[config.mk]
export PLATFORM = sky130hd
export DESIGN_NAME = eeg_adc_frame_receiver
export DESIGN_NICKNAME = d
export VERILOG_FILES = /design/src/hw/rtl/eafr_pkg.sv /design/src/hw/rtl/eafr_cell.sv /design/src/hw/rtl/eafr_seq.sv /design/src/hw/rtl/eeg_adc_frame_receiver.sv
export SDC_FILE = /design/constraint.sdc
export NUM_CORES = 1
export LEC_CHECK = 0
export BUFFER_PORTS_ARGS = -buffer_cell sky130_fd_sc_hd__clkbuf_2
export CORE_MARGIN = 2
export CORE_UTILIZATION = 61
export DETAILED_ROUTE_END_ITERATION = 10
export PLACE_DENSITY = 0.84
export SLEW_MARGIN = 10
export SYNTH_ARGS = -nofsm -noshare
export SYNTH_HDL_FRONTEND = slang
export SYNTH_SLANG_ARGS = --single-unit
[constraint.sdc]
create_clock -name clk -period 11.39 [get_ports clk]
set_input_delay 0.5695 -clock clk [delete_from_list [all_inputs] [get_ports clk]]
set_output_delay 0.5695 -clock clk [all_outputs]
set_load 0.05 [all_outputs]
[src/hw/rtl/eafr_pkg.sv]
// Shared types and constants of the converter frame receiver.
package eafr_pkg;

  // Frame layout: status bytes first, then the data bytes.
  localparam int STATUS_BYTES = 3;
  localparam int DATA_LEN     = 24;
  localparam int FRAME_LEN    = STATUS_BYTES + DATA_LEN;
  localparam int POS_W        = 5;

  // Host packet framing bytes.
  localparam logic [7:0] PKT_HEAD = 8'hA0;
  localparam logic [7:0] PKT_FOOT = 8'hC0;

  // Step numbers within the host packet.
  localparam logic [5:0] PK_HEAD       = 6'd0;
  localparam logic [5:0] PK_COUNT      = 6'd1;
  localparam logic [5:0] PK_DATA_FIRST = 6'd2;
  localparam logic [5:0] PK_PAD_FIRST  = 6'd26;
  localparam logic [5:0] PK_FOOT       = 6'd32;

  // Result kinds carried in tuser.
  localparam logic [1:0] KIND_PACKET = 2'd0;
  localparam logic [1:0] KIND_STATUS = 2'd1;
  localparam logic [1:0] KIND_SAMPLE = 2'd2;

  // Register indexes on the configuration port.
  localparam logic REG_PACKET_ENABLE = 1'b0;
  localparam logic REG_SAMPLE_ENABLE = 1'b1;

  // Control of the byte chain: shift moves every cell one place towards
  // the head; src_link feeds the tail from the link instead of the head.
  typedef struct packed {
    logic shift;
    logic src_link;
  } chain_ctrl_t;

endpackage

[src/hw/rtl/eafr_cell.sv]
// One byte cell of the data chain.
module eafr_cell (
  input  logic       clk,
  input  logic       en,
  input  logic [7:0] d,
  output logic [7:0] q
);

  // The cell takes its neighbour's byte whenever the chain moves.
  always_ff @(posedge clk) begin
    if (en) begin
      q <= d;
    end
  end

endmodule

[src/hw/rtl/eafr_seq.sv]
// Frame tracking, result sequencing and output register of the receiver.
module eafr_seq #(
  parameter int CHANNELS = 8
) (
  input  logic                clk,
  input  logic                rst,
  input  logic                s_tvalid,
  output logic                s_tready,
  input  logic [7:0]          link_byte,
  input  logic                frame_start,
  input  logic                packet_enable,
  input  logic                sample_enable,
  input  logic [7:0]          head_byte,
  output eafr_pkg::chain_ctrl_t ctrl,
  output logic                m_tvalid,
  input  logic                m_tready,
  output logic [1:0]          kind,
  output logic [7:0]          packet_byte,
  output logic [23:0]         status_word,
  output logic [2:0]          channel_index,
  output logic [23:0]         sample_value,
  output logic                last
);

  localparam logic [1:0] ST_IDLE = 2'd0;
  localparam logic [1:0] ST_PKT  = 2'd1;
  localparam logic [1:0] ST_STAT = 2'd2;
  localparam logic [1:0] ST_SAMP = 2'd3;
  localparam logic [2:0] LAST_CHAN = 3'(CHANNELS - 1);

  logic [1:0]                 state, state_next;
  logic [eafr_pkg::POS_W-1:0] pos, pos_next, pos_eff;
  logic [5:0]                 pk, pk_next;
  logic [1:0]                 bsel, bsel_next;
  logic [2:0]                 chan, chan_next;
  logic [15:0]                acc, acc_next;
  logic [23:0]                status, status_next;
  logic [7:0]                 counter, counter_next;
  logic                       adv, emit, load, rot;
  logic [1:0]                 e_kind;
  logic [7:0]                 e_pb;
  logic [23:0]                e_sw;
  logic [2:0]                 e_ch;
  logic [23:0]                e_sv;
  logic                       e_last;

  // Input bytes are taken only while no frame is being reported.
  assign s_tready = (state == ST_IDLE);
  // The output register can take a new result when empty or being drained.
  assign adv = !m_tvalid || m_tready;
  assign pos_eff = frame_start ? '0 : pos;

  assign ctrl.shift    = load || rot;
  assign ctrl.src_link = load;

  // Next-state logic of the frame tracker and the result sequencer.
  always_comb begin
    state_next   = state;
    pos_next     = pos;
    pk_next      = pk;
    bsel_next    = bsel;
    chan_next    = chan;
    acc_next     = acc;
    status_next  = status;
    counter_next = counter;
    emit   = 1'b0;
    load   = 1'b0;
    rot    = 1'b0;
    e_kind = eafr_pkg::KIND_PACKET;
    e_pb   = '0;
    e_sw   = '0;
    e_ch   = '0;
    e_sv   = '0;
    e_last = 1'b0;
    case (state)
      ST_IDLE: begin
        if (s_tvalid && (pos_eff < eafr_pkg::POS_W'(eafr_pkg::FRAME_LEN))) begin
          if (pos_eff < eafr_pkg::POS_W'(eafr_pkg::STATUS_BYTES)) begin
            status_next = {status[15:0], link_byte};
          end else begin
            load = 1'b1;
          end
          pos_next = pos_eff + 1'b1;
          if (pos_eff == eafr_pkg::POS_W'(eafr_pkg::FRAME_LEN - 1)) begin
            counter_next = counter + 1'b1;
            pk_next      = eafr_pkg::PK_HEAD;
            if (packet_enable) begin
              state_next = ST_PKT;
            end else if (sample_enable) begin
              state_next = ST_STAT;
            end
          end
        end
      end
      ST_PKT: begin
        if (adv) begin
          emit    = 1'b1;
          pk_next = pk + 1'b1;
          if (pk == eafr_pkg::PK_HEAD) begin
            e_pb = eafr_pkg::PKT_HEAD;
          end else if (pk == eafr_pkg::PK_COUNT) begin
            e_pb = counter;
          end else if (pk < eafr_pkg::PK_PAD_FIRST) begin
            // Data bytes leave from the head and re-enter at the tail.
            e_pb = head_byte;
            rot  = 1'b1;
          end else if (pk == eafr_pkg::PK_FOOT) begin
            e_pb    = eafr_pkg::PKT_FOOT;
            e_last  = !sample_enable;
            pk_next = eafr_pkg::PK_HEAD;
            state_next = sample_enable ? ST_STAT : ST_IDLE;
          end
        end
      end
      ST_STAT: begin
        if (adv) begin
          emit       = 1'b1;
          e_kind     = eafr_pkg::KIND_STATUS;
          e_sw       = status;
          bsel_next  = '0;
          chan_next  = '0;
          state_next = ST_SAMP;
        end
      end
      ST_SAMP: begin
        // Two bytes are gathered, the third completes the sample.
        if (bsel != 2'd2) begin
          acc_next  = {acc[7:0], head_byte};
          rot       = 1'b1;
          bsel_next = bsel + 1'b1;
        end else if (adv) begin
          emit      = 1'b1;
          rot       = 1'b1;
          e_kind    = eafr_pkg::KIND_SAMPLE;
          e_ch      = chan;
          e_sv      = {acc, head_byte};
          e_last    = (chan == LAST_CHAN);
          bsel_next = '0;
          chan_next = chan + 1'b1;
          if (chan == LAST_CHAN) begin
            state_next = ST_IDLE;
          end
        end
      end
      default: begin
        state_next = ST_IDLE;
      end
    endcase
  end

  // Control and frame state.
  always_ff @(posedge clk) begin
    if (rst) begin
      state    <= ST_IDLE;
      pos      <= eafr_pkg::POS_W'(eafr_pkg::FRAME_LEN);
      pk       <= eafr_pkg::PK_HEAD;
      bsel     <= '0;
      chan     <= '0;
      counter  <= '0;
      m_tvalid <= 1'b0;
    end else begin
      state   <= state_next;
      pos     <= pos_next;
      pk      <= pk_next;
      bsel    <= bsel_next;
      chan    <= chan_next;
      counter <= counter_next;
      if (emit) begin
        m_tvalid <= 1'b1;
      end else if (m_tready) begin
        m_tvalid <= 1'b0;
      end
    end
  end

  // Payload registers.
  always_ff @(posedge clk) begin
    acc    <= acc_next;
    status <= status_next;
    if (emit) begin
      kind          <= e_kind;
      packet_byte   <= e_pb;
      status_word   <= e_sw;
      channel_index <= e_ch;
      sample_value  <= e_sv;
      last          <= e_last;
    end
  end

`ifndef NO_ASSERTIONS
  // The packet step counter never runs past the footer.
  a_pk_range: assert property (@(posedge clk) disable iff (rst)
    (state == ST_PKT) |-> (pk <= eafr_pkg::PK_FOOT))
    else $error("packet step out of range");

  // The byte gatherer never reaches a fourth byte.
  a_bsel_range: assert property (@(posedge clk) disable iff (rst)
    (state == ST_SAMP) |-> (bsel != 2'd3))
    else $error("sample byte select out of range");

  // The final result of a frame returns the sequencer to idle.
  a_last_idle: assert property (@(posedge clk) disable iff (rst)
    (emit && e_last) |=> (state == ST_IDLE))
    else $error("sequencer busy after final result");

  // Link bytes enter the chain only while idle, never during readout.
  a_load_idle: assert property (@(posedge clk) disable iff (rst)
    ctrl.src_link |-> (state == ST_IDLE) && !rot)
    else $error("chain loaded during readout");

  // With both modes off a frame end leaves the block idle.
  a_quiet_end: assert property (@(posedge clk) disable iff (rst)
    (s_tvalid && s_tready && !packet_enable && !sample_enable) |=> (state == ST_IDLE))
    else $error("result sequence started with both modes off");
`endif

endmodule

[src/hw/rtl/eeg_adc_frame_receiver.sv]
// Top level of the converter frame receiver: configuration, byte chain, sequencer.
//
// The block takes a converter frame one byte per transfer on the s_ channel
// (tdata = link byte, tuser = start mark). A frame is 3 status bytes and
// 24 data bytes; bytes beyond the 27th are dropped until the next start mark,
// and a start mark in mid-frame restarts the frame.
// The data bytes are held in a chain of 24 byte cells; a byte enters at the
// tail and every cell passes its byte to its neighbour with each data byte.
// At frame end the 8-bit frame counter increments. With packet_enable set,
// 33 packet bytes follow on the m_ channel, the data bytes rotating once
// round the chain, one per cycle while m_tready does not hold the output.
// With sample_enable set, the status word and CHANNELS samples follow; each
// sample is gathered from three bytes of chain rotation. After the last byte
// is taken the sequencer leaves idle and loads the first result into the
// output register. After the last byte of a frame s_tready stays low while
// the enabled outputs are sent; while m_tready is low a waiting result sits
// in the output register and the sequencer holds until it is taken.
// Reset clears both modes, the counter and the frame position (idle,
// waiting for a start mark). Configuration is written over the APB port.
module eeg_adc_frame_receiver #(
  parameter int CHANNELS = 8
) (
  input  logic        clk,
  input  logic        rst,
  // APB configuration port
  input  logic        psel,
  input  logic        penable,
  input  logic        pwrite,
  input  logic [2:0]  paddr,
  input  logic [31:0] pwdata,
  output logic [31:0] prdata,
  output logic        pready,
  // Input byte stream
  input  logic        s_tvalid,
  output logic        s_tready,
  input  logic [7:0]  s_tdata,   // [7:0] link_byte
  input  logic        s_tuser,   // [0] frame_start
  // Result stream
  output logic        m_tvalid,
  input  logic        m_tready,
  // [7:0] packet_byte, [31:8] status_word, [34:32] channel_index,
  // [58:35] sample_value, [63:59] zero
  output logic [63:0] m_tdata,
  output logic [1:0]  m_tuser,   // [1:0] kind
  output logic        m_tlast    // last
);

  logic                  packet_enable, sample_enable;
  logic                  reg_sel;
  eafr_pkg::chain_ctrl_t ctrl;
  logic [7:0]            cells [eafr_pkg::DATA_LEN];
  logic [7:0]            tail_in;
  logic [7:0]            packet_byte;
  logic [23:0]           status_word;
  logic [2:0]            channel_index;
  logic [23:0]           sample_value;

  // Configuration registers: index from the word address.
  assign pready  = 1'b1;
  assign reg_sel = paddr[2];

  always_ff @(posedge clk) begin
    if (rst) begin
      packet_enable <= 1'b0;
      sample_enable <= 1'b0;
    end else if (psel && penable && pwrite && pready) begin
      if (reg_sel == eafr_pkg::REG_PACKET_ENABLE) begin
        packet_enable <= pwdata[0];
      end else begin
        sample_enable <= pwdata[0];
      end
    end
  end

  assign prdata = {31'd0, (reg_sel == eafr_pkg::REG_SAMPLE_ENABLE) ? sample_enable
                                                                   : packet_enable};

  // Row of byte cells; the tail takes a link byte or the head byte.
  assign tail_in = ctrl.src_link ? s_tdata : cells[0];

  for (genvar i = 0; i < eafr_pkg::DATA_LEN; i++) begin : g_cell
    if (i == eafr_pkg::DATA_LEN - 1) begin : g_tail
      eafr_cell u_cell (.clk(clk), .en(ctrl.shift), .d(tail_in), .q(cells[i]));
    end else begin : g_body
      eafr_cell u_cell (.clk(clk), .en(ctrl.shift), .d(cells[i+1]), .q(cells[i]));
    end
  end

  // Frame tracking and result sequencing.
  eafr_seq #(.CHANNELS(CHANNELS)) u_seq (
    .clk           (clk),
    .rst           (rst),
    .s_tvalid      (s_tvalid),
    .s_tready      (s_tready),
    .link_byte     (s_tdata),
    .frame_start   (s_tuser),
    .packet_enable (packet_enable),
    .sample_enable (sample_enable),
    .head_byte     (cells[0]),
    .ctrl          (ctrl),
    .m_tvalid      (m_tvalid),
    .m_tready      (m_tready),
    .kind          (m_tuser),
    .packet_byte   (packet_byte),
    .status_word   (status_word),
    .channel_index (channel_index),
    .sample_value  (sample_value),
    .last          (m_tlast)
  );

  assign m_tdata = {5'd0, sample_value, channel_index, status_word, packet_byte};

endmodule
==> results by group, run 1 <==
Status
  – Status: completed

Setup path
  – CP Max Fanout: between 90 and 100
  – Worst reg2reg setup slack: just under 7 ns
  – CP startpoint kind: register
  – R2R cell count: 7
  – WS Path Type: register to register
  – WP data required: around 12 ns
  – WP data arrival: 4.70 ns
  – CP Capture Type: register

Drt
  – Post-DR wirelength/cell: roughly 21 µm
  – # DRC: 0
  – Vias: just under 6000
  – Post-route ant nets: 0
  – Number of detailed-route iterations in the first pass: 5
  – Final WL: between 20 and 25 mm
  – Detailed Route Iter0 Violations: about 700
  – Via density: about 6.0

Timing
  – Slew of the pin with the lowest slew margin: about 1.2 ns
  – RSZ-0062 raised after global routing: false
  – Setup_tns: 0 ns
  – Final cycle utilization of the critical path: between 30% and 40%
  – Slew HR: 22.6%
  – Final Max Slew Viols: 0
  – Fmax achieved: about 0.22 GHz
  – Final min period: ~4.5 ns
  – # setup viols final: 0
  – Clk_skew: approximately 0.013 ns
  – Final count of hold timing violations: 0

Global route
  – Gr ovfl total: 0
  – Largest net degree at the start of global routing: 98
  – GRT Total Usage: 20.2%
  – First-pass GRT wire length: around 30 mm
  – Vias in the first global route: 5500
  – Initial antenna violation count: 0

Layout
  – Area growth syn-to-layout: 13.4%
  – Fin util: between 60% and 70%
  – Post-Layout Inst Area: 0.0130 mm²
  – Reg area: roughly 0.0094 mm²
  – Ratio of cells with drive above 1 in the final layout: roughly a fifth
  – Diodes inserted: 0
  – Nets@finish: 791
  – # fillers: roughly 1000
  – Area of the multi-input gates: roughly 0.0018 mm²

Power
  – Pleak: about 0.0047 µW
  – Pwr dens: 191 mW/mm²
  – Maximum VDD drop: 0.115 mV

Clocking
  – Resize count post-CTS: 0
  – CTS tree: yes
  – Clk root buf: clkbuf_16
  – Hold_buf cts: 0
  – Clock latency on the worst-skew pair: 0.55 ns
  – Reg clk slew, reported paths: ~0.060 ns
  – Max Root-Sink Buffers: 3
  – Post-CTS setup buffer count: 0
  – Total clock sinks: about 320
  – TritonCTS Buffers: 29
  – Max H-tree Level: 1

Synth
  – Top FF cell, synth: edfxtp_1
  – Syn Area/Cell: approximately 18 µm²
  – #FFs+latches synth: between 300 and 400
  – Gate Count Post-Synth: 635
  – Post-synth EDFFs: 294
  – Post-synthesis mux area share: 1.41%
  – Synth Area in Simple Gates: 7.00%
  – Ys Warns: 0
  – Post-Syn Area: approximately 0.011 mm²
  – Post-synthesis xor/xnor area fraction: less than 1%
  – Synth async-reset ratio: 0%
  – Compound-Gate Fraction of Synth Area: between 4 and 5%
  – Largest family of logic cells by synthesized area: simple AND/OR/NAND/NOR gates
  – Post-Synth Adder-Cell Area: 1.31%
  – Distinct cells, synth: 55
  – Post-synthesis sequential area ratio: around 80%

Worst hold path
  – Worst hold path type: input pin to register
  – Hold path cells: 1

Placement
  – Cell Area, Placed: around 0.012 mm²
  – HPWL after DPL: about 11 mm
  – GPL Wtd Cong: a little under 0.9
  – Port Buffers: 82

Floorplanning
  – Die H: about 140 µm
  – Die Wd: about 140 µm
  – Row count: 50
  – Initial Util: 61.6%
  – I/O pin count: 153
  – Die area: a little under 0.02 mm²
  – Core Region: about 0.019 mm²

Flow run
  – Maxcap violations: 0
-- cells in the mapped netlist, drive strengths merged, types with 3 or more instances --
| library cell | number | share of area [%] |
|---|---|---|
| and2 | 3 | 0.16 |
| nand4 | 5 | 0.27 |
| edfxtp | 294 | 77 |
| nand2b | 3 | 0.16 |
| nor2b | 5 | 0.27 |
| mux2 | 9 | 0.89 |
| mux2i | 6 | 0.52 |
| o31ai | 3 | 0.20 |
| or4 | 5 | 0.33 |
| a22o | 5 | 0.38 |
| a21oi | 18 | 0.79 |
| nor2 | 18 | 0.59 |
| nand2 | 17 | 0.56 |
| dfxtp | 29 | 5.1 |
| inv | 12 | 0.39 |
| buf | 41 | 2.7 |
| and3 | 55 | 3.0 |
| o21ai | 15 | 0.66 |
| nand3 | 11 | 0.48 |
| or3 | 5 | 0.27 |
| a211oi | 6 | 0.39 |
| a31oi | 4 | 0.22 |
| o32ai | 4 | 0.31 |
| clkbuf | 19 | 0.62 |
| ha | 12 | 1.3 |
-- per-layer routing --
metal / global-route usage, % / up-vias / routed length, µm / part of all wire, %
li1: - / 2559 / - / -
met5: 0 / - / 0 / 0
met4: 10.1 / 0 / 996 / 4.9
met3: 3.40 / 86 / 1610 / 8.0
met1: 28.0 / 2840 / 8130 / 40
met2: 31.8 / 360 / 9520 / 47
-- stage by stage --
step / std cells / hold WS [ns] / power [µW] / setup WS (ns)
floorplan: 670 / 0.400 / 1460 / 5.17
global placement: 931 / 0.400 / 1470 / 7.26
detailed placement: 931 / 0.405 / 1470 / 7.02
CTS: 982 / 0.204 / 2490 / 6.97
global route: 982 / 0.214 / 2540 / 6.61
finish: 982 / 0.219 / 2490 / 6.87
-- logic make-up (layout without fill, tap and decap cells) --
group           after synthesis  after routing
flops                       323            323
mux                          15             15
fa+ha+maj                    12             12
buf+inv                      73            151
xor+xnor                      1              1
other cells                   2             37
compound gates               72             72
simple gates                137            137
-- final timing paths --
path                                       from                            end
setup reg to reg                 u_seq.state[0]  g_cell[10].g_body.u_cell.q[6]
setup / recovery                 u_seq.state[0]  g_cell[10].g_body.u_cell.q[6]
hold / removal                       s_tdata[4]                u_seq.status[4]
hold reg to reg   g_cell[16].g_body.u_cell.q[2]  g_cell[15].g_body.u_cell.q[2]
-- report_power, final --
group          leakage [µW]  total [µW]  switching (µW)  internal, µW
Clock              0.000502        1030             415           619
Combinational       0.00129        82.5            68.6          14.0
Sequential          0.00294        1370            19.9          1350
-- cells in the final DEF, fill, tap and decap left out, types with 9 or more instances in the layout --
master,Yosys,final
ha_1,12,12
dfxtp_1,29,29
clkbuf_2,0,82
inv_1,12,12
mux2_2,9,9
a21oi_1,18,18
o21ai_0,15,15
edfxtp_1,294,294
clkbuf_16,0,29
nand3_1,11,11
conb_1,2,37
nor2_1,18,15
and3_1,54,54
nand2_1,17,17
-- state kept, by name (all words and copies together) (netlist names), 5 cells and up --
| register | count |
|---|---|
| g_cell.g_body.u_cell.q | 184 |
| g_cell.g_tail.u_cell.q | 8 |
| u_seq.acc | 16 |
| u_seq.counter | 8 |
| u_seq.packet_byte | 8 |
| u_seq.pk | 6 |
| u_seq.pos | 5 |
| u_seq.sample_value | 24 |
| u_seq.status | 24 |
| u_seq.status_word | 24 |
-- worst max-delay path: stages (launching register included) --
cell     delay (ns)
dfxtp_1        0.35
inv_1          0.14
ha_1           0.47
nand2_1        0.25
nor4_4         0.67
a211o_4        0.40
buf_4          0.96
buf_4          0.80
-- final cells by class --
cell class,instances,share of cell area (%)
Multi-Input combinational cell,274,13.6
Inverter,13,0.376
Sequential cell,323,72.4
Clock inverter,18,1.90
Timing Repair Buffer,87,3.45
Clock buffer,33,5.93
Tap cell,234,2.25
Note: power is estimated with default switching activity, not from simulation.
==> run 2: changes to the inputs <==
CORE_UTILIZATION = 57   (was 61)
PLACE_DENSITY = 0.79   (was 0.84)
clock period = 4.16 ns   (was 11.39 ns; I/O delays follow)
==> results by group, run 2 (synthesized netlist as in run 1, its figures left out) <==
Drt
  – # DRC: 0 (unchanged)
  – Post-DR wirelength/cell: 18.6 µm (-9.6%)
  – Via density: 5.56 (-6.6%)
  – Number of detailed-route iterations in the first pass: 6 (+1)
  – Vias: 5715 (-2.2%)
  – Detailed Route Iter0 Violations: 547 (-22%)
  – Post-route ant nets: 0 (unchanged)
  – Final WL: 19.2 mm (-5.4%)

Layout
  – Most flops, register: g_cell.g_body.u_cell.q
  – Area growth syn-to-layout: 15.0%
  – Fin util: 67.2% (-2.7 points)
  – Ratio of cells with drive above 1 in the final layout: 19.8% (-0.80 points)
  – Diodes inserted: 0 (unchanged)
  – Max reg flops: 184 (unchanged)
  – Most frequent cells in the layout: edfxtp_1, clkbuf_2, and3_1, conb_1, clkbuf_16
  – Commonest non-fill, non-tap cell in the layout: edfxtp_1
  – Post-Layout Inst Area: 0.0132 mm² (+1.4%)
  – Nets@finish: 804 (+1.6%)

Timing
  – Final Max Slew Viols: 0 (unchanged)
  – Slew HR: 31.6% (+9.0 points)
  – RSZ-0062 raised after global routing: false
  – Final cycle utilization of the critical path: 76.8% (+37 points)
  – Slew of the pin with the lowest slew margin: 1.01 ns (-0.149 ns)
  – Final count of hold timing violations: 0 (unchanged)
  – Setup_tns: 0 ns (unchanged)
  – # setup viols final: 0 (unchanged)
  – Final min period: 3.19 ns (-1.32 ns)
  – Clk_skew: 0.0176 ns (+0.00475 ns)
  – Fmax achieved: 0.313 GHz (+41%)
  – Setup WS post-layout: 0.967 ns (-5.91 ns)

Setup path
  – CP startpoint kind: register
  – CP Capture Type: register
  – Cell breakdown of the critical path: inv_1, ha_1, nand2_1, nor4_4, a211o_4, buf_4
  – R2R cell count: 6 (-1)
  – Slowest stage cell, crit path: nor4_4
  – WS Path Type: register to register
  – WP data required: 4.34 ns (-7.23 ns)
  – Worst reg2reg setup slack: 0.97 ns (-5.91 ns)
  – Worst r2r src: u_seq.state[0]
  – Buffer and inverter count on the worst path: 2 (-1)
  – RR Endpoint: g_cell[21].g_body.u_cell.q[2]
  – WP data arrival: 3.38 ns (-1.32 ns)
  – CP top delay family: simple AND/OR/NAND/NOR gates
  – CP Max Fanout: 43 (-56%)
  – Slowest Stage Delay on Critical Path: 0.63 ns (-0.33 ns)

Power
  – Pleak: 0.00477 µW (+0.88%)
  – Pwr dens: 513 mW/mm² (+170%)
  – Total power: 6760 µW (+170%)
  – Maximum VDD drop: 0.333 mV (+190%)

Floorplanning
  – Die H: 146 µm (+3.4%)
  – I/O pin count: 153 (unchanged)
  – Row count: 51 (+2.0%)
  – Initial Util: 58.5% (-3.2 points)
  – Core Region: 0.0196 mm² (+5.4%)
  – Die area: 0.0212 mm² (+6.8%)
  – Die Wd: 146 µm (+3.4%)

Placement
  – GPL Wtd Cong: 0.834 (-4.7%)
  – Port Buffers: 82 (unchanged)
  – HPWL after DPL: 11.2 mm (-1.6%)
  – Placement Setup Slack: 0.995 ns (-6.03 ns)
  – Cell Area, Placed: 0.0120 mm² (+0.66%)

Clocking
  – Reg clk slew, reported paths: 0.06 ns (about the same)
  – Clock latency on the worst-skew pair: 0.56 ns (about the same)
  – Clk root buf: clkbuf_16
  – CTS tree: yes
  – Max Root-Sink Buffers: 3 (unchanged)
  – Post-CTS setup buffer count: 0 (unchanged)
  – Max H-tree Level: 1 (unchanged)
  – Total clock sinks: 323 (unchanged)
  – TritonCTS Buffers: 30 (+3.4%)

Worst hold path
  – Hold path cells: 4 (+3)
  – Hold Startpoint: penable
  – Hold path endpoint: sample_enable
  – Worst hold path type: input pin to register

Global route
  – Gr ovfl total: 0 (unchanged)
  – GRT Total Usage: 17.8% (-2.4 points)
  – First-pass GRT wire length: 29.6 mm (-3.4%)
  – Vias in the first global route: 5430 (-1.3%)
  – Initial antenna violation count: 0 (unchanged)
  – Largest net degree at the start of global routing: 77 (-21%)

Flow run
  – Maxcap violations: 0 (unchanged)

Status
  – Status: completed
-- run 2: cell types whose count changed in the layout (fill, tap and decap cells not counted) --
cell	change
dlygate4sd3_1	+10
clkbuf_1	+7
clkbuf_8	-3
clkinv_2	-3
buf_12	+2
clkinv_4	+2
inv_6	-2
bufinv_16	-1
clkbuf_16	+1
clkinv_1	+1
clkinv_16	+1
-- run 2: stage by stage --
step | std cells | hold slack [ns]
after floorplan | 670 | 0.307
after global placement | 964 | 0.405
after detailed placement | 964 | 0.405
after CTS | 1028 | 0.00659
after global routing | 1028 | 0.0439
final | 1028 | 0.0340
-- run 2: area by class of cell --
cell class / count / area [µm²]
inverters: 13 / 48.8
clock inverters: 16 / 235
flip-flops and latches: 323 / 9410
repair buffers: 99 / 588
clock buffers: 38 / 781
well taps: 265 / 332
fillers: 1218 / 6420
multi-input cells: 274 / 1770
-- run 2: metal layers --
metal	global-route usage (%)	wire length, µm	up-vias
met5	0	0	-
met4	5.59	418	0
met3	3.04	1410	36
met2	29.2	9360	290
met1	24.8	7980	2799
li1	-	-	2590
-- run 2: where the power goes --
part | leakage, µW | internal (µW) | switching [µW]
clock | 0.000488 | 1640 | 1130
sequential | 0.00294 | 3690 | 52.0
combinational | 0.00134 | 49.8 | 188
-- run 2: worst max-delay path by stage --
stage / to / depth (start not counted) / slack [ns] / start
after floorplan: g_cell[0].g_body.u_cell.q[0] / 6 / 0.64 / u_seq.state[0]
after global placement: g_cell[23].g_tail.u_cell.q[2] / 6 / 1.19 / u_seq.state[0]
after detailed placement: g_cell[22].g_body.u_cell.q[2] / 6 / 0.99 / u_seq.state[0]
after CTS: g_cell[22].g_body.u_cell.q[2] / 6 / 0.92 / u_seq.state[0]
after global routing: g_cell[19].g_body.u_cell.q[2] / 6 / 0.75 / u_seq.state[0]
final: g_cell[21].g_body.u_cell.q[2] / 6 / 0.97 / u_seq.state[0]
-- run 2: worst min-delay path, stage by stage --
cell and delay [ns]:
clkbuf_2 0.10, nand4_1 0.09, mux2i_1 0.08, nor2_1 0.07
-- run 2: repair_timing --
action | in CTS | in global routing
hold endpoints to repair | 12 | 0
hold buffers | 10 | 0
gates resized for setup | 0 | 0
==> run 3: changes to the inputs <==
ABC_AREA = 1   (was not set)
clock period = 3.1 ns   (was 4.16 ns; I/O delays follow)
==> results by group, run 3 <==
Setup path
  – RR Endpoint: g_cell[7].g_body.u_cell.q[7]
  – CP startpoint kind: register
  – CP top delay family: simple AND/OR/NAND/NOR gates
  – Cell mode on critical path: nand2_1
  – Slowest stage cell, crit path: dfxtp_1
  – R2R cell count: 9 (+3)
  – WS Path Type: register to register
  – WP data arrival: 2.69 ns (-0.69 ns)
  – CP Capture Type: register
  – Cell breakdown of the critical path: inv_1, ha_1, and3_1, nand2_1, nand2_1, inv_2, nand2_4, nand3_4, buf_12
  – Worst r2r src: u_seq.pk[1]
  – Worst reg2reg setup slack: 0.64 ns (-0.33 ns)
  – Slowest Stage Delay on Critical Path: 0.42 ns (-0.21 ns)
  – Buffer and inverter count on the worst path: 3 (+1)
  – CP Max Fanout: 60 (+40%)
  – WP data required: 3.33 ns (-1.01 ns)

Placement
  – Inst Count DP: 1097 (+14%)
  – Port Buffers: 82 (unchanged)
  – GPL Wtd Cong: 0.854 (+2.4%)
  – Placement Setup Slack: 0.685 ns (-0.310 ns)
  – HPWL after DPL: 10.9 mm (-2.6%)
  – Cell Area, Placed: 0.0124 mm² (+2.7%)

Layout
  – Area of the multi-input gates: 0.00176 mm² (-0.56%)
  – Ratio of cells with drive above 1 in the final layout: 19.5% (-0.33 points)
  – Post-Layout Inst Area: 0.0134 mm² (+1.8%)
  – Most frequent cells in the layout: edfxtp_1, nor2_1, clkbuf_2, inv_1, nand2_1
  – Reg area: 0.00942 mm² (about the same)
  – Commonest non-fill, non-tap cell in the layout: edfxtp_1
  – # fillers: 1302 (+6.9%)
  – Most flops, register: g_cell.g_body.u_cell.q
  – Nets@finish: 937 (+17%)
  – Diodes inserted: 0 (unchanged)
  – Max reg flops: 184 (unchanged)
  – Final Non-Filler Cells: 1164 (+13%)
  – Area growth syn-to-layout: 15.4%

Synth
  – Post-Syn Area: 0.0116 mm² (+1.4%)
  – #FFs+latches synth: 323 (unchanged)
  – Main area contributors after synthesis: edfxtp_1, dfxtp_1, nor2_1, inv_1, buf_4
  – Top cell type's share of synthesized area: 76.0% (-1.1 points)
  – Post-synthesis sequential area ratio: 81.0% (-1.1 points)
  – Top FF cell, synth: edfxtp_1
  – Distinct cells, synth: 39 (-29%)
  – Post-synth EDFFs: 294 (unchanged)
  – Syn Area/Cell: 15.5 µm² (-14%)
  – Ys Warns: 0 (unchanged)
  – Synth async-reset ratio: 0% (unchanged)
  – Gate Count Post-Synth: 749 (+18%)
  – Commonest cells in the netlist: edfxtp_1, nor2_1, inv_1, nand2_1, buf_4
  – Largest area contributor in the netlist: edfxtp_1
  – Count leader, synth: edfxtp_1

Timing
  – Slew HR: 64.7% (+33 points)
  – Worst hold slack: 0.0116 ns (-0.0224 ns)
  – Slew of the pin with the lowest slew margin: 0.527 ns (-0.485 ns)
  – Fmax achieved: 0.406 GHz (+30%)
  – Final cycle utilization of the critical path: 79.5% (+2.7 points)
  – RSZ-0062 raised after global routing: false
  – Final Max Slew Viols: 0 (unchanged)
  – # setup viols final: 0 (unchanged)
  – Clk_skew: 0.0174 ns (-0.000114 ns)
  – Final count of hold timing violations: 0 (unchanged)
  – Setup WS post-layout: 0.635 ns (-0.331 ns)
  – Final min period: 2.46 ns (-0.729 ns)

Clocking
  – TritonCTS Buffers: 30 (unchanged)
  – Max H-tree Level: 1 (unchanged)
  – Total clock sinks: 323 (unchanged)
  – CTS tree: yes
  – Clock latency on the worst-skew pair: 0.57 ns (about the same)
  – Reg clk slew, reported paths: 0.07 ns (about the same)
  – Clk root buf: clkbuf_16
  – Max Root-Sink Buffers: 3 (unchanged)

Floorplanning
  – Initial Util: 57.8% (-0.70 points)
  – Core Region: 0.0201 mm² (+2.6%)
  – Die Wd: 147 µm (+0.68%)
  – Row count: 52 (+2.0%)
  – I/O pin count: 153 (unchanged)
  – Die area: 0.0215 mm² (+1.4%)
  – Die H: 147 µm (+0.68%)

Global route
  – First-pass GRT wire length: 29.0 mm (-2.1%)
  – Initial antenna violation count: 0 (unchanged)
  – Largest net degree at the start of global routing: 61 (-21%)
  – GRT Total Usage: 17.2% (-0.58 points)
  – Vias in the first global route: 5580 (+2.8%)
  – Gr ovfl total: 0 (unchanged)

Worst hold path
  – Hold path endpoint: sample_enable
  – Hold path cells: 4 (unchanged)
  – Worst hold path type: input pin to register
  – Hold Startpoint: penable

Power
  – Total power: 8930 µW (+32%)
  – Pleak: 0.00499 µW (+4.7%)
  – Maximum VDD drop: 0.482 mV (+45%)
  – Pwr dens: 667 mW/mm² (+30%)

Drt
  – # DRC: 0 (unchanged)
  – Vias: 5845 (+2.3%)
  – Detailed Route Iter0 Violations: 435 (-20%)
  – Final WL: 18.5 mm (-3.3%)
  – Post-route ant nets: 0 (unchanged)
  – Post-DR wirelength/cell: 15.9 µm (-15%)
  – Number of detailed-route iterations in the first pass: 7 (+1)
  – Via density: 5.02 (-9.7%)

Flow run
  – Maxcap violations: 0 (unchanged)

Status
  – Status: completed
[run 3: changes by cell type after synthesis, sizes merged, moves of 6 or more]
cell,change
nor2,+78
inv,+76
and3,-54
nand2,+44
nand3,+22
a21oi,+17
clkbuf,-14
mux2,-9
mux2i,-6
xor2,+6
[run 3: per-layer routing]
layer	global-route usage, %	up-vias	wire length, µm
met2	27.3	186	8660
met3	2.58	53	909
met4	7.57	0	833
met1	24.3	2816	8140
li1	-	2790	-
met5	0	-	0
[run 3: cell families (layout without fill, tap and decap cells)]
| logic type | count (synthesis) | after routing | synth area share [%] |
|---|---|---|---|
| buf+inv | 135 | 245 | 5.66 |
| simple gates | 201 | 201 | 7.87 |
| fa+ha+maj | 12 | 12 | 1.29 |
| compound gates | 67 | 67 | 3.41 |
| flops | 323 | 323 | 81.0 |
| xor+xnor | 9 | 9 | 0.679 |
| other cells | 2 | 37 | 0.0647 |
[run 3: timing repair]
action                    in CTS  in global routing
hold endpoints to repair      13                  0
hold buffers                  15                  0
resized for setup              0                  0
buffers inserted               0                  0
[run 3: worst max path at each step]
stage | to | cells past startpoint | slack [ns] | startpoint
finish | g_cell[7].g_body.u_cell.q[7] | 9 | 0.64 | u_seq.pk[1]
global route | g_cell[1].g_body.u_cell.q[2] | 9 | 0.45 | u_seq.pk[0]
CTS | g_cell[6].g_body.u_cell.q[2] | 9 | 0.65 | u_seq.pk[1]
detailed placement | g_cell[1].g_body.u_cell.q[2] | 9 | 0.68 | u_seq.pk[0]
global placement | g_cell[1].g_body.u_cell.q[2] | 9 | 0.75 | u_seq.pk[0]
floorplan | g_cell[0].g_body.u_cell.q[0] | 7 | -0.16 | u_seq.state[0]
[run 3: final cells by class]
cell class                 instances  share of cell area, %
timing repair buffer             104                   4.95
sequential                       323                   70.3
tap                              270                   2.52
clock buffer                      40                   5.88
multi-input combinational        326                   13.2
inverter                          89                   2.53
clock inverter                    12                  0.682
[run 3: per-stage QoR]
step | setup TNS [ns] | utilization [%]
2_1_floorplan | -30.64 | -
3_3_place_gp | 0 | 61.5
3_5_place_dp | 0 | 61.5
4_1_cts | 0 | 66.6
5_1_grt | 0 | 66.6
6_report | 0 | 66.6
[run 3: power breakdown]
part / switching (µW) / internal, µW
clock network: 1520 / 1790
logic: 342 / 82.5
registers: 93.1 / 5100
total: 1960 / 6980
[run 3: worst min-delay path: cells and delay by family]
| family | cells | cell delay [ns] |
|---|---|---|
| and+or+nand+nor | 1 | 0.09 |
| buffers and inverters | 1 | 0.08 |
| AOI/OAI and AO/OA | 2 | 0.21 |
